[src/rtl/plist_pkg.sv]
// Package for the positional list engine.
// Holds operation and status codes, size limits and the cell control struct.
// No dependencies.
package plist_pkg;

	// default and largest supported list depth
	localparam int DEPTH_DEF = 16;
	localparam int DEPTH_MAX = 256;

	// field widths fixed by the interface
	localparam int OP_W     = 3;
	localparam int VAL_W    = 32;
	localparam int POS_W    = 8;
	localparam int STATUS_W = 2;
	localparam int FIDX_W   = 4;
	localparam int LEN_W    = 5;

	// width of a count that can hold DEPTH_MAX
	localparam int CNT_MAX_W = $clog2(DEPTH_MAX + 1);

	typedef enum logic [OP_W-1:0] {
		OP_PUSH_BACK  = 3'd0,
		OP_PUSH_FRONT = 3'd1,
		OP_INSERT     = 3'd2,
		OP_POP_FRONT  = 3'd3,
		OP_POP_BACK   = 3'd4,
		OP_ERASE      = 3'd5,
		OP_SEARCH     = 3'd6
	} op_t;

	typedef enum logic [STATUS_W-1:0] {
		ST_DONE  = 2'd0,
		ST_FULL  = 2'd1,
		ST_EMPTY = 2'd2
	} status_t;

	// broadcast to every cell of the chain in each cycle
	typedef struct packed {
		logic                 ins;    // open a gap at idx and store value
		logic                 del;    // close the gap at idx
		logic [POS_W-1:0]     idx;    // target index
		logic [CNT_MAX_W-1:0] count;  // current number of entries
		logic [VAL_W-1:0]     value;  // value to store or compare
	} cell_ctrl_t;

endpackage

[src/rtl/plist_cell.sv]
// One storage cell of the list chain: holds one entry, shifts to or from
// its neighbors on insert and erase, and compares against a search value.
// Depends on plist_pkg.
module plist_cell import plist_pkg::*; #(
	parameter int IDX = 0
) (
	input  logic             clk,
	input  cell_ctrl_t       ctrl,
	input  logic [VAL_W-1:0] left_data,
	input  logic [VAL_W-1:0] right_data,
	output logic [VAL_W-1:0] data,
	output logic             match
);

	logic [VAL_W-1:0] data_q;
	logic [VAL_W-1:0] data_d;

	// next entry: shift right behind an insert, shift left behind an erase
	always_comb begin
		data_d = data_q;
		if (ctrl.ins) begin
			if (POS_W'(IDX) > ctrl.idx) begin
				data_d = left_data;
			end else if (POS_W'(IDX) == ctrl.idx) begin
				data_d = ctrl.value;
			end
		end else if (ctrl.del) begin
			if (POS_W'(IDX) >= ctrl.idx) begin
				data_d = right_data;
			end
		end
	end

	always_ff @(posedge clk) begin
		data_q <= data_d;
	end

	// only occupied entries may match
	assign match = (data_q == ctrl.value) && (CNT_MAX_W'(IDX) < ctrl.count);
	assign data  = data_q;

endmodule

[src/rtl/positional_list_engine_top.sv]
// Top level of the positional list engine: a chain of entry cells, the
// operation decode, a compare stage and the result register.
// Depends on plist_pkg and plist_cell.

// The list lives in a row of DEPTH cells, one entry each, that shift all at
// once, so every operation changes the list at the edge that accepts it and
// the next operation sees the new contents. One item is accepted per cycle
// while in_stall is low. One stage, loaded at the accepting edge, registers
// the per-cell compare results; the next turns them into the first matching
// index and holds the result, which out_valid then offers. A stalled output
// backs up into the input only once both stages are full. No clearing pass
// is needed after reset: entries beyond the length are never read.
module positional_list_engine_top import plist_pkg::*; #(
	parameter int DEPTH = DEPTH_DEF
) (
	input  logic                clk,
	input  logic                arst_n,
	input  logic                in_valid,
	output logic                in_stall,
	input  logic [OP_W-1:0]     operation,
	input  logic signed [VAL_W-1:0] value,
	input  logic [POS_W-1:0]    position,
	output logic                out_valid,
	input  logic                out_stall,
	output logic [STATUS_W-1:0] status,
	output logic                found,
	output logic [FIDX_W-1:0]   found_index,
	output logic [LEN_W-1:0]    length
);

	localparam int CW = $clog2(DEPTH + 1);
	localparam int IW = (DEPTH > 1) ? $clog2(DEPTH) : 1;
	localparam int WW = (CW > POS_W) ? CW : POS_W;

	logic [CW-1:0] count_q;
	logic [CW-1:0] count_d;
	logic          in_acc;
	logic          adv_s1;

	// stage 1
	logic             valid_s1;
	logic [STATUS_W-1:0] status_s1;
	logic [CW-1:0]    count_s1;
	logic [DEPTH-1:0] match_s1;

	// output register
	logic                out_valid_q;
	logic [STATUS_W-1:0] status_q;
	logic                found_q;
	logic [FIDX_W-1:0]   found_index_q;
	logic [LEN_W-1:0]    length_q;

	cell_ctrl_t       ctrl;
	status_t          status_d;
	logic [DEPTH-1:0] match;
	logic [VAL_W-1:0] cell_data [DEPTH];
	logic [WW-1:0]    pos_w;
	logic [WW-1:0]    cnt_w;
	logic [WW-1:0]    last_w;
	logic [WW-1:0]    ins_at;
	logic [WW-1:0]    del_at;
	logic             is_full;
	logic             is_empty;
	logic [IW-1:0]    first_idx;

	assign adv_s1   = !out_valid_q || !out_stall;
	assign in_stall = valid_s1 && !adv_s1;
	assign in_acc   = in_valid && !in_stall;

	assign pos_w    = WW'(position);
	assign cnt_w    = WW'(count_q);
	assign last_w   = cnt_w - WW'(1);
	assign ins_at   = (pos_w >= cnt_w) ? cnt_w : pos_w;
	assign del_at   = (pos_w >= last_w) ? last_w : pos_w;
	assign is_full  = (count_q == CW'(DEPTH));
	assign is_empty = (count_q == '0);

	// operation decode into cell controls, new length and status
	always_comb begin
		ctrl       = '0;
		ctrl.value = value;
		ctrl.count = CNT_MAX_W'(count_q);
		count_d    = count_q;
		status_d   = ST_DONE;
		unique case (operation)
			OP_PUSH_BACK, OP_PUSH_FRONT, OP_INSERT: begin
				if (is_full) begin
					status_d = ST_FULL;
				end else begin
					ctrl.ins = in_acc;
					count_d  = count_q + CW'(1);
					if (operation == OP_PUSH_BACK) begin
						ctrl.idx = POS_W'(cnt_w);
					end else if (operation == OP_PUSH_FRONT) begin
						ctrl.idx = '0;
					end else begin
						ctrl.idx = POS_W'(ins_at);
					end
				end
			end
			OP_POP_FRONT, OP_POP_BACK, OP_ERASE: begin
				if (is_empty) begin
					status_d = ST_EMPTY;
				end else begin
					ctrl.del = in_acc;
					count_d  = count_q - CW'(1);
					if (operation == OP_POP_FRONT) begin
						ctrl.idx = '0;
					end else if (operation == OP_POP_BACK) begin
						ctrl.idx = POS_W'(last_w);
					end else begin
						ctrl.idx = POS_W'(del_at);
					end
				end
			end
			default: begin
				// search and the unused code leave the list alone
			end
		endcase
	end

	// the chain of cells
	for (genvar i = 0; i < DEPTH; i++) begin : g_cell
		logic [VAL_W-1:0] left_d;
		logic [VAL_W-1:0] right_d;
		if (i == 0) begin : g_first
			assign left_d = value;
		end else begin : g_mid_l
			assign left_d = cell_data[i-1];
		end
		if (i == DEPTH - 1) begin : g_last
			assign right_d = cell_data[i];
		end else begin : g_mid_r
			assign right_d = cell_data[i+1];
		end
		plist_cell #(.IDX(i)) u_cell (
			.clk        (clk),
			.ctrl       (ctrl),
			.left_data  (left_d),
			.right_data (right_d),
			.data       (cell_data[i]),
			.match      (match[i])
		);
	end

	// length register
	always_ff @(posedge clk or negedge arst_n) begin
		if (!arst_n) begin
			count_q <= '0;
		end else if (in_acc) begin
			count_q <= count_d;
		end
	end

	// stage 1: registered compare results
	always_ff @(posedge clk or negedge arst_n) begin
		if (!arst_n) begin
			valid_s1 <= 1'b0;
		end else if (in_acc) begin
			valid_s1 <= 1'b1;
		end else if (adv_s1) begin
			valid_s1 <= 1'b0;
		end
	end

	always_ff @(posedge clk) begin
		if (in_acc) begin
			status_s1 <= status_d;
			count_s1  <= count_d;
			match_s1  <= (operation == OP_SEARCH) ? match : '0;
		end
	end

	// first match, lowest index wins
	always_comb begin
		first_idx = '0;
		for (int i = DEPTH - 1; i >= 0; i--) begin
			if (match_s1[i]) begin
				first_idx = IW'(i);
			end
		end
	end

	// result register
	always_ff @(posedge clk or negedge arst_n) begin
		if (!arst_n) begin
			out_valid_q <= 1'b0;
		end else if (adv_s1) begin
			out_valid_q <= valid_s1;
		end
	end

	always_ff @(posedge clk) begin
		if (adv_s1 && valid_s1) begin
			status_q      <= status_s1;
			found_q       <= |match_s1;
			found_index_q <= FIDX_W'(first_idx);
			length_q      <= LEN_W'(count_s1);
		end
	end

	assign out_valid   = out_valid_q;
	assign status      = status_q;
	assign found       = found_q;
	assign found_index = found_index_q;
	assign length      = length_q;

endmodule

[config.mk]
export PLATFORM = sky130hd
export DESIGN_NAME = positional_list_engine_top
export DESIGN_NICKNAME = d
export VERILOG_FILES = /design/src/rtl/plist_pkg.sv /design/src/rtl/plist_cell.sv /design/src/rtl/positional_list_engine_top.sv
export SDC_FILE = /design/constraint.sdc
export NUM_CORES = 2
export LEC_CHECK = 0
export BUFFER_PORTS_ARGS = -buffer_cell sky130_fd_sc_hd__buf_2
export CAP_MARGIN = 20
export CORE_ASPECT_RATIO = 0.5
export CORE_UTILIZATION = 45
export CTS_CLUSTER_DIAMETER = 120
export CTS_CLUSTER_SIZE = 30
export DETAILED_ROUTE_END_ITERATION = 6
export PLACE_DENSITY_LB_ADDON = 0.2
export SLEW_MARGIN = 25
export SYNTH_ARGS = -nofsm -noshare
export SYNTH_HDL_FRONTEND = slang
export SYNTH_SLANG_ARGS = --single-unit
[constraint.sdc]
create_clock -name clk -period 6.7 [get_ports clk]
set_input_delay 0.67 -clock clk [delete_from_list [all_inputs] [get_ports clk]]
set_output_delay 0.67 -clock clk [all_outputs]
set_load 0.005 [all_outputs]
### Word-level counts from Yosys, hierarchy flattened

Cells that the tools add are included.

| operators by class | value |
|---|---|
| reductions and logical operators | 67 |
| div/mod/pow operators | 0 |
| multipliers | 0 |
| shifts and indexed selects | 0 |
| $lt $le $gt $ge | 49 |
| bitwise logic cells | 0 |
| multiplexer cells | 112 |
| $add $sub $neg | 3 |
| equality and inequality tests | 53 |

Operator list:

| cell | number |
|---|---|
| 2-to-1 mux 32 bit | 77 |
| equality test 32 bit | 16 |
| equality test 4 x 8 -> 1 bit (first input constant) | 8 |
| greater-than comparator 4 x 8 -> 1 bit (first input constant) | 8 |
| greater-or-equal comparator 4 x 8 -> 1 bit (first input constant) | 7 |
| 2-to-1 mux 8 bit | 7 |
| != test 3 x 1 -> 1 bit (second input constant) | 15 |
| AND reduction 3 bit | 15 |
| less-than comparator 4 x 5 -> 1 bit (first input constant) | 8 |
| nonzero test 2 bit | 18 |
| equality test 3 x 8 -> 1 bit (first input constant) | 4 |
| greater-or-equal comparator 3 x 8 -> 1 bit (first input constant) | 4 |
| greater-than comparator 3 x 8 -> 1 bit (first input constant) | 4 |
| 2-to-1 mux 4 bit | 8 |
| less-than comparator 3 x 5 -> 1 bit (first input constant) | 4 |
| logical AND 1 bit | 19 |
| equality test 2 x 8 -> 1 bit (first input constant) | 2 |
| greater-or-equal comparator 1 x 8 -> 1 bit (first input constant) | 2 |
| greater-or-equal comparator 2 x 8 -> 1 bit (first input constant) | 2 |
| greater-than comparator 1 x 8 -> 1 bit (first input constant) | 2 |
| greater-than comparator 2 x 8 -> 1 bit (first input constant) | 2 |
| case mux 8 bit (2 select lines) | 1 |
| OR reduction 16 bit | 1 |
| 2-to-1 mux 3 bit | 4 |
| 28 further kinds | 46 |

| storage, ports and cells | value |
|---|---|
| ROM bits | 0 |
| bits in writable memories | 0 |
| input port bits | 47 |
| bits in registers | 554 |
| bits in latches | 0 |
| memories | 0 |

### Longest topological paths before layout

| depth | value |
|---|---|
| depth after elaboration | 15 |
| mapped depth | 19 |

### Hierarchy

From an unflattened synthesis, not the netlist that was laid out.

| unflattened totals | value |
|---|---|
| cell total of the unflattened synthesis | 3,312 |
| area, all modules | 34,887.2 um^2 |

Modules (own cells, without submodules):

| module | area an instance (um^2) | instances | cells an instance |
|---|---|---|---|
| plist_cell at g_cell[12].u_cell ... | 2,037.0 | 2 | 190 |
| plist_cell at g_cell[14].u_cell ... | 2,035.7 | 2 | 190 |
| plist_cell at g_cell[1].u_cell ... | 2,030.7 | 2 | 189 |
| positional_list_engine_top | 2,633.8 | 1 | 250 |
| plist_cell at g_cell[8].u_cell | 2,064.5 | 1 | 188 |
| plist_cell at g_cell[5].u_cell | 2,049.5 | 1 | 188 |
| plist_cell at g_cell[10].u_cell | 2,043.2 | 1 | 190 |
| plist_cell at g_cell[13].u_cell | 2,037.0 | 1 | 188 |
| plist_cell at g_cell[3].u_cell | 2,029.4 | 1 | 188 |
| plist_cell at g_cell[15].u_cell | 2,023.2 | 1 | 187 |
| plist_cell at g_cell[9].u_cell | 2,019.4 | 1 | 226 |
| plist_cell at g_cell[11].u_cell | 2,018.2 | 1 | 225 |
| plist_cell at g_cell[7].u_cell | 2,011.9 | 1 | 225 |
| plist_cell at g_cell[0].u_cell | 1,750.4 | 1 | 119 |

### Worst setup path after synthesis

Ideal clock, no wire load.

| path | value |
|---|---|
| kind | flip-flop to flip-flop |
| from | register count_q[0] |
| to | register g_cell[1].u_cell.data_q[0], enable pin |
| buffers on the path | 4 |
| data arrival time | 6.647 ns |
| required time | 6.199 ns |
| slack | -0.449 ns |
| library setup time | 0.501 ns |
| cell stages (with the launch flop) | 19 |
| clock period less this slack | 7.149 ns |
| cell sequence | dfrtp_1 > clkbuf_1 > inv_1 > ha_1 > buf_2 > nor3b_1 > nor2_1 > a21oi_1 > ha_1 > and4_1 > o21ai_0 > o21ai_2 > and3_1 > o21a_1 > nor2_1 > clkbuf_1 > buf_2 > nand2_1 > nor4_1 |

| between the ends | value |
|---|---|
| cells in the longest elaborated chain, start to end | 10 |
| elaborated cells between the ends (all ways) | 24 |

RTL lines:

| what | RTL line | text |
|---|---|---|
| start: declaration | positional_list_engine_top.sv:35 | `logic [CW-1:0] count_q;` |
| start signal: assignment | positional_list_engine_top.sv:151 | `count_q <= count_d;` |
| subtractor 5 x 1 -> 6 bit | positional_list_engine_top.sv:72 | `assign last_w = cnt_w - WW'(1);` |
| greater-or-equal comparator 8 bit | positional_list_engine_top.sv:74 | `assign del_at = (pos_w >= last_w) ? last_w : pos_w;` |
| 2-to-1 mux 8 bit | positional_list_engine_top.sv:74 |  |
| 2-to-1 mux 8 bit | positional_list_engine_top.sv:109 | `end else if (operation == OP_POP_BACK) begin` |
| 2-to-1 mux 8 bit | positional_list_engine_top.sv:107 | `if (operation == OP_POP_FRONT) begin` |
| 2-to-1 mux 9 bit | positional_list_engine_top.sv:102 | `if (is_empty) begin` |
| case mux 8 bit (2 select lines) | positional_list_engine_top.sv:85 | `unique case (operation)` |
| greater-than comparator 1 x 8 -> 1 bit (tied with other cells) | plist_cell.sv:22 | `if (POS_W'(IDX) > ctrl.idx) begin` |
| != test 3 x 1 -> 1 bit (no source line) / nonzero test 2 bit (equally long branches) | n/a |  |
| AND reduction 3 bit (no source line) * | n/a |  |
| end signal: assignment | plist_cell.sv:35 | `data_q <= data_d;` |
| end: declaration | plist_cell.sv:15 | `logic [VAL_W-1:0] data_q;` |

Every way passes the cells marked *; elsewhere a longest branch is shown, timed or not.
A chain may end at the register's enable or synchronous reset.

### Worst setup path in the final report

| path | value |
|---|---|
| from | register count_q[1] |
| to | register g_cell[5].u_cell.data_q[12], data pin |

| between the ends | value |
|---|---|
| cells in the longest elaborated chain, start to end | 10 |
| elaborated cells between the ends (all ways) | 19 |

RTL lines:

| what | RTL line | text |
|---|---|---|
| subtractor 5 x 1 -> 6 bit | positional_list_engine_top.sv:72 |  |
| greater-or-equal comparator 8 bit | positional_list_engine_top.sv:74 |  |
| 2-to-1 mux 8 bit | positional_list_engine_top.sv:74 |  |
| 2-to-1 mux 8 bit | positional_list_engine_top.sv:109 |  |
| 2-to-1 mux 8 bit | positional_list_engine_top.sv:107 |  |
| 2-to-1 mux 9 bit | positional_list_engine_top.sv:102 |  |
| case mux 8 bit (2 select lines) | positional_list_engine_top.sv:85 |  |
| greater-than comparator 3 x 8 -> 1 bit | plist_cell.sv:22 |  |
| 2-to-1 mux 32 bit | plist_cell.sv:22 |  |
| 2-to-1 mux 32 bit * | plist_cell.sv:21 | `if (ctrl.ins) begin` |
| net g_cell[5].u_cell.data_d[12] | plist_cell.sv:16 | `logic [VAL_W-1:0] data_d;` |
| end signal: assignment | plist_cell.sv:35 |  |
| end: declaration | plist_cell.sv:15 |  |

Mark *: on every way through the listed nets, which the timed path passes. The rest lies on a longest branch.

==> summary.md <==
| Metric | Value |
|---|---|
| Clock Skews | `0.0316 ns` |
| Drt pass-1 iters | `7` |
| Filler cells | `6944` |
| Worst Max-Slew Pin Slew | `1.16 ns` |
| Pleak | `0.0118 uW` |
| Worst ir drop on vdd | `200 uV` |
| Critical path startpoint category | `flop` |
| Finished Core Util | `48.1%` |
| Setup violators final | `0` |
| # IOs | `61` |
| Arrival @ worst endpoint | `5.87 ns` |
| Final Hold Fails | `0` |
| CTS tree | `yes` |
| Die ar. | `0.0763 mm2` |
| Top_reg_cell synth | `edfxtp_1` |
| Syn_area_per_cell | `10.2 um2` |
| GPL Wtd Cong | `0.989` |
| Async set or reset register ratio after synthesis | `1.26%` |
| Crit-path max FO | `45` |
| Drt initial violations | `4478` |
| CTS max path bufs | `3` |
| Failing checks | `DRC` |
| Core area | `0.0737 mm2` |
| Clk Latency, worst-skew pair | `0.62 ns` |
| Storage element area | `0.0166 mm2` |
| Max-cap violations | `0` |
| Routed len/inst | `30.2 um` |
| Routed Wire Length | `125000 um` |
| Reg clk slew, reported paths | `0.13 ns` |
| Antenna violations before repair | `4` |
| Tcrit/Tclk final | `82.7%` |
| Die width | `390 um` |
| Mapped Area | `0.0338 mm2` |
| Setup TNS | `0 ns` |
| Area growth from synthesis to layout | `4.98%` |
| Root buf cell | `clkbuf_16` |
| Crit path time final | `5.54 ns` |
| Yosys warning total | `0` |
| Global-route wire length before repair | `183000 um` |
| Placed Instances | `4107` |
| PwrDens | `285 mW/mm2` |
| Worst min-delay path category | `input pin to flop` |
| Setup slack, reg-to-reg | `1.16 ns` |
| Fin area | `0.0355 mm2` |
| Cells after Synth | `3303` |
| Finished Layout Cells | `4145` |
| Final nets | `3190` |
| Initial Util | `45.9%` |
| Grt total ovfl | `0` |
| Placed cell areas | `0.0348 mm2` |
| ANT nets after route | `0` |
| Worst slew margin | `22.2%` |
| Die span in y | `196 um` |
| DR vias | `27.9k` |
| Netlist cell types | `70` |
| Cts hold-fix bufs | `1` |
| Worst Setup End Kind | `flop` |
| Slew Viols, Final | `0` |
| Cts repair resizes | `0` |
| GRT Resource Usage Total | `32.2%` |
| Total setup buffers inserted after CTS | `0` |
| Post-synth EDFFs | `547` |
| Sink Count | `554` |
| RSZ-0062 raised after global routing | `no` |
| Largest net degree at the start of global routing | `161` |
| Seq/Total Area, Yosys | `49.1%` |
| Cts bufs inserted | `22` |
| Total nets after synthesis | `3366` |
| Routed vias/inst | `6.72` |
| Residual DRC | `1` |
| Port Buffers | `60` |
| Cell Rows | `70` |
| Multi-input logic area | `0.0159 mm2` |
| Yosys reg bits | `554` |
| Max Clock Freq | `181 MHz` |
| CTS H-tree lvls | `1` |
| HPWL after DPL | `91800 um` |
| Vias in the first global route | `26.0k` |
| CP Class | `flop to flop` |
| Layout cells sized above 1 | `6.79%` |
| Status | `complete, but fails checks` |
| Req. time, crit path | `7.03 ns` |
## through the flow
stage          power (uW)  hold WS (ns)  worst slack, ns
5_1_grt             10400         0.295            0.858
6_report            10100         0.284             1.16
3_5_place_dp         8180         0.406             1.29
3_3_place_gp         8130         0.401             1.38
4_1_cts              9920         0.280             1.30
2_1_floorplan        7050         0.374            0.234
## critical path, stage by stage (launching register included)
cell	delay, ns
dfrtp_1	0.38
buf_4	0.18
inv_1	0.13
ha_1	0.37
nor3b_1	0.49
nor2_1	0.08
a21oi_1	0.16
ha_1	0.15
and4_1	0.17
o21ai_0	0.11
o21ai_2	0.39
a21boi_0	0.18
o21a_1	0.40
nor3_4	0.33
buf_4	0.52
and2_1	0.68
buf_4	0.36
o211ai_1	0.14
## Yosys cell counts (all sizes together) (4+ instances only)
cell	n	area, um2
o21ai	110	558
o211ai	355	2670
ha	16	200
nor3	17	90.1
clkbuf	202	758
mux2	34	383
o2111ai	4	35.0
mux2i	99	991
nand2	577	2170
buf	135	654
a21boi	4	30.0
and2	15	93.8
and3	8	50.1
xor2	248	2170
nand2b	6	37.5
nand4	369	2310
nor2	35	131
dfrtp	7	175
edfxtp	547	16400
a21oi	19	110
a2111oi	4	53.8
nor4	79	509
nand3	83	415
inv	15	56.3
xnor2	269	2360
## layer usage
layer	wire (um)	share of wire, %	global-route usage [%]	up-vias
met4	1220	0.97	2.84	0
met2	47200	38	40.3	1883
met1	54500	43	50.0	13970
li1	-	-	-	11949
met5	0	0	1.50	-
met3	22500	18	15.4	70
## placed cells by master, fill, tap and decap left out, drive strengths merged, types with 6 or more instances in the layout
cell type / Yosys / routed
nor3: 17 / 17
o211ai: 355 / 355
dfrtp: 7 / 7
xor2: 248 / 248
nand3: 83 / 83
ha: 16 / 16
a21oi: 19 / 19
nand2b: 6 / 6
o21ai: 110 / 110
mux2i: 99 / 99
xnor2: 269 / 269
edfxtp: 547 / 547
and3: 8 / 8
nand2: 577 / 577
clkbuf: 202 / 31
buf: 135 / 136
nor4: 79 / 79
nor2: 35 / 35
mux2: 34 / 34
nand4: 369 / 369
inv: 15 / 16
and2: 15 / 15
## registers in the layout (all words and copies together) (netlist names)
signal,flops
status,2
count_s1,5
out_valid,1
found_index,4
count_q,5
match_s1,16
found,1
valid_s1,1
g_cell.u_cell.data,512
status_s1,2
length,5
## logic make-up after synthesis
| kind of cell | count (synthesis) | share of synthesized area, % |
|---|---|---|
| and+or+nand+nor | 1202 | 17.5 |
| DFF | 554 | 49.1 |
| AOI/OAI and AO/OA | 528 | 11.1 |
| xor gates and xnor gates | 517 | 13.4 |
| buffers and inverters | 353 | 4.35 |
| muxes | 133 | 4.06 |
| adders and majority gates | 16 | 0.592 |
## final timing paths
| check | start | to | depth (start not counted) |
|---|---|---|---|
| min reg2reg | status_s1[1]$_DFFE_PP_ | status[1]$_DFFE_PP_ | 0 |
| max in group asynchronous | arst_n | count_q[1]$_DFFE_PN0P_ | 2 |
| max | count_q[1]$_DFFE_PN0P_ | g_cell[5].u_cell.data[12]$_DFFE_PP_ | 17 |
| max reg2reg | count_q[1]$_DFFE_PN0P_ | g_cell[5].u_cell.data[12]$_DFFE_PP_ | 17 |
| min | in_valid | valid_s1$_DFFE_PN0P_ | 2 |
| min in group asynchronous | arst_n | out_valid$_DFFE_PN0N_ | 2 |
## power breakdown
group	switching (uW)	total, uW	internal [uW]	leakage, uW
clock network	1160	1810	647	0.000300
logic	2480	3490	1010	0.00635
registers	398	4810	4410	0.00514
total	4040	10100	6060	0.0118
## cell type report
type	count	area share, %
repair buffers	137	2.91
clock inverters	1	0.0458
flip-flops and latches	554	46.8
diodes	2	0.0141
well taps	1008	3.55
clock buffers	31	1.71
inverters	16	0.169
multi-input cells	2396	44.8
No activity file was read; power rests on OpenSTA's default activity.
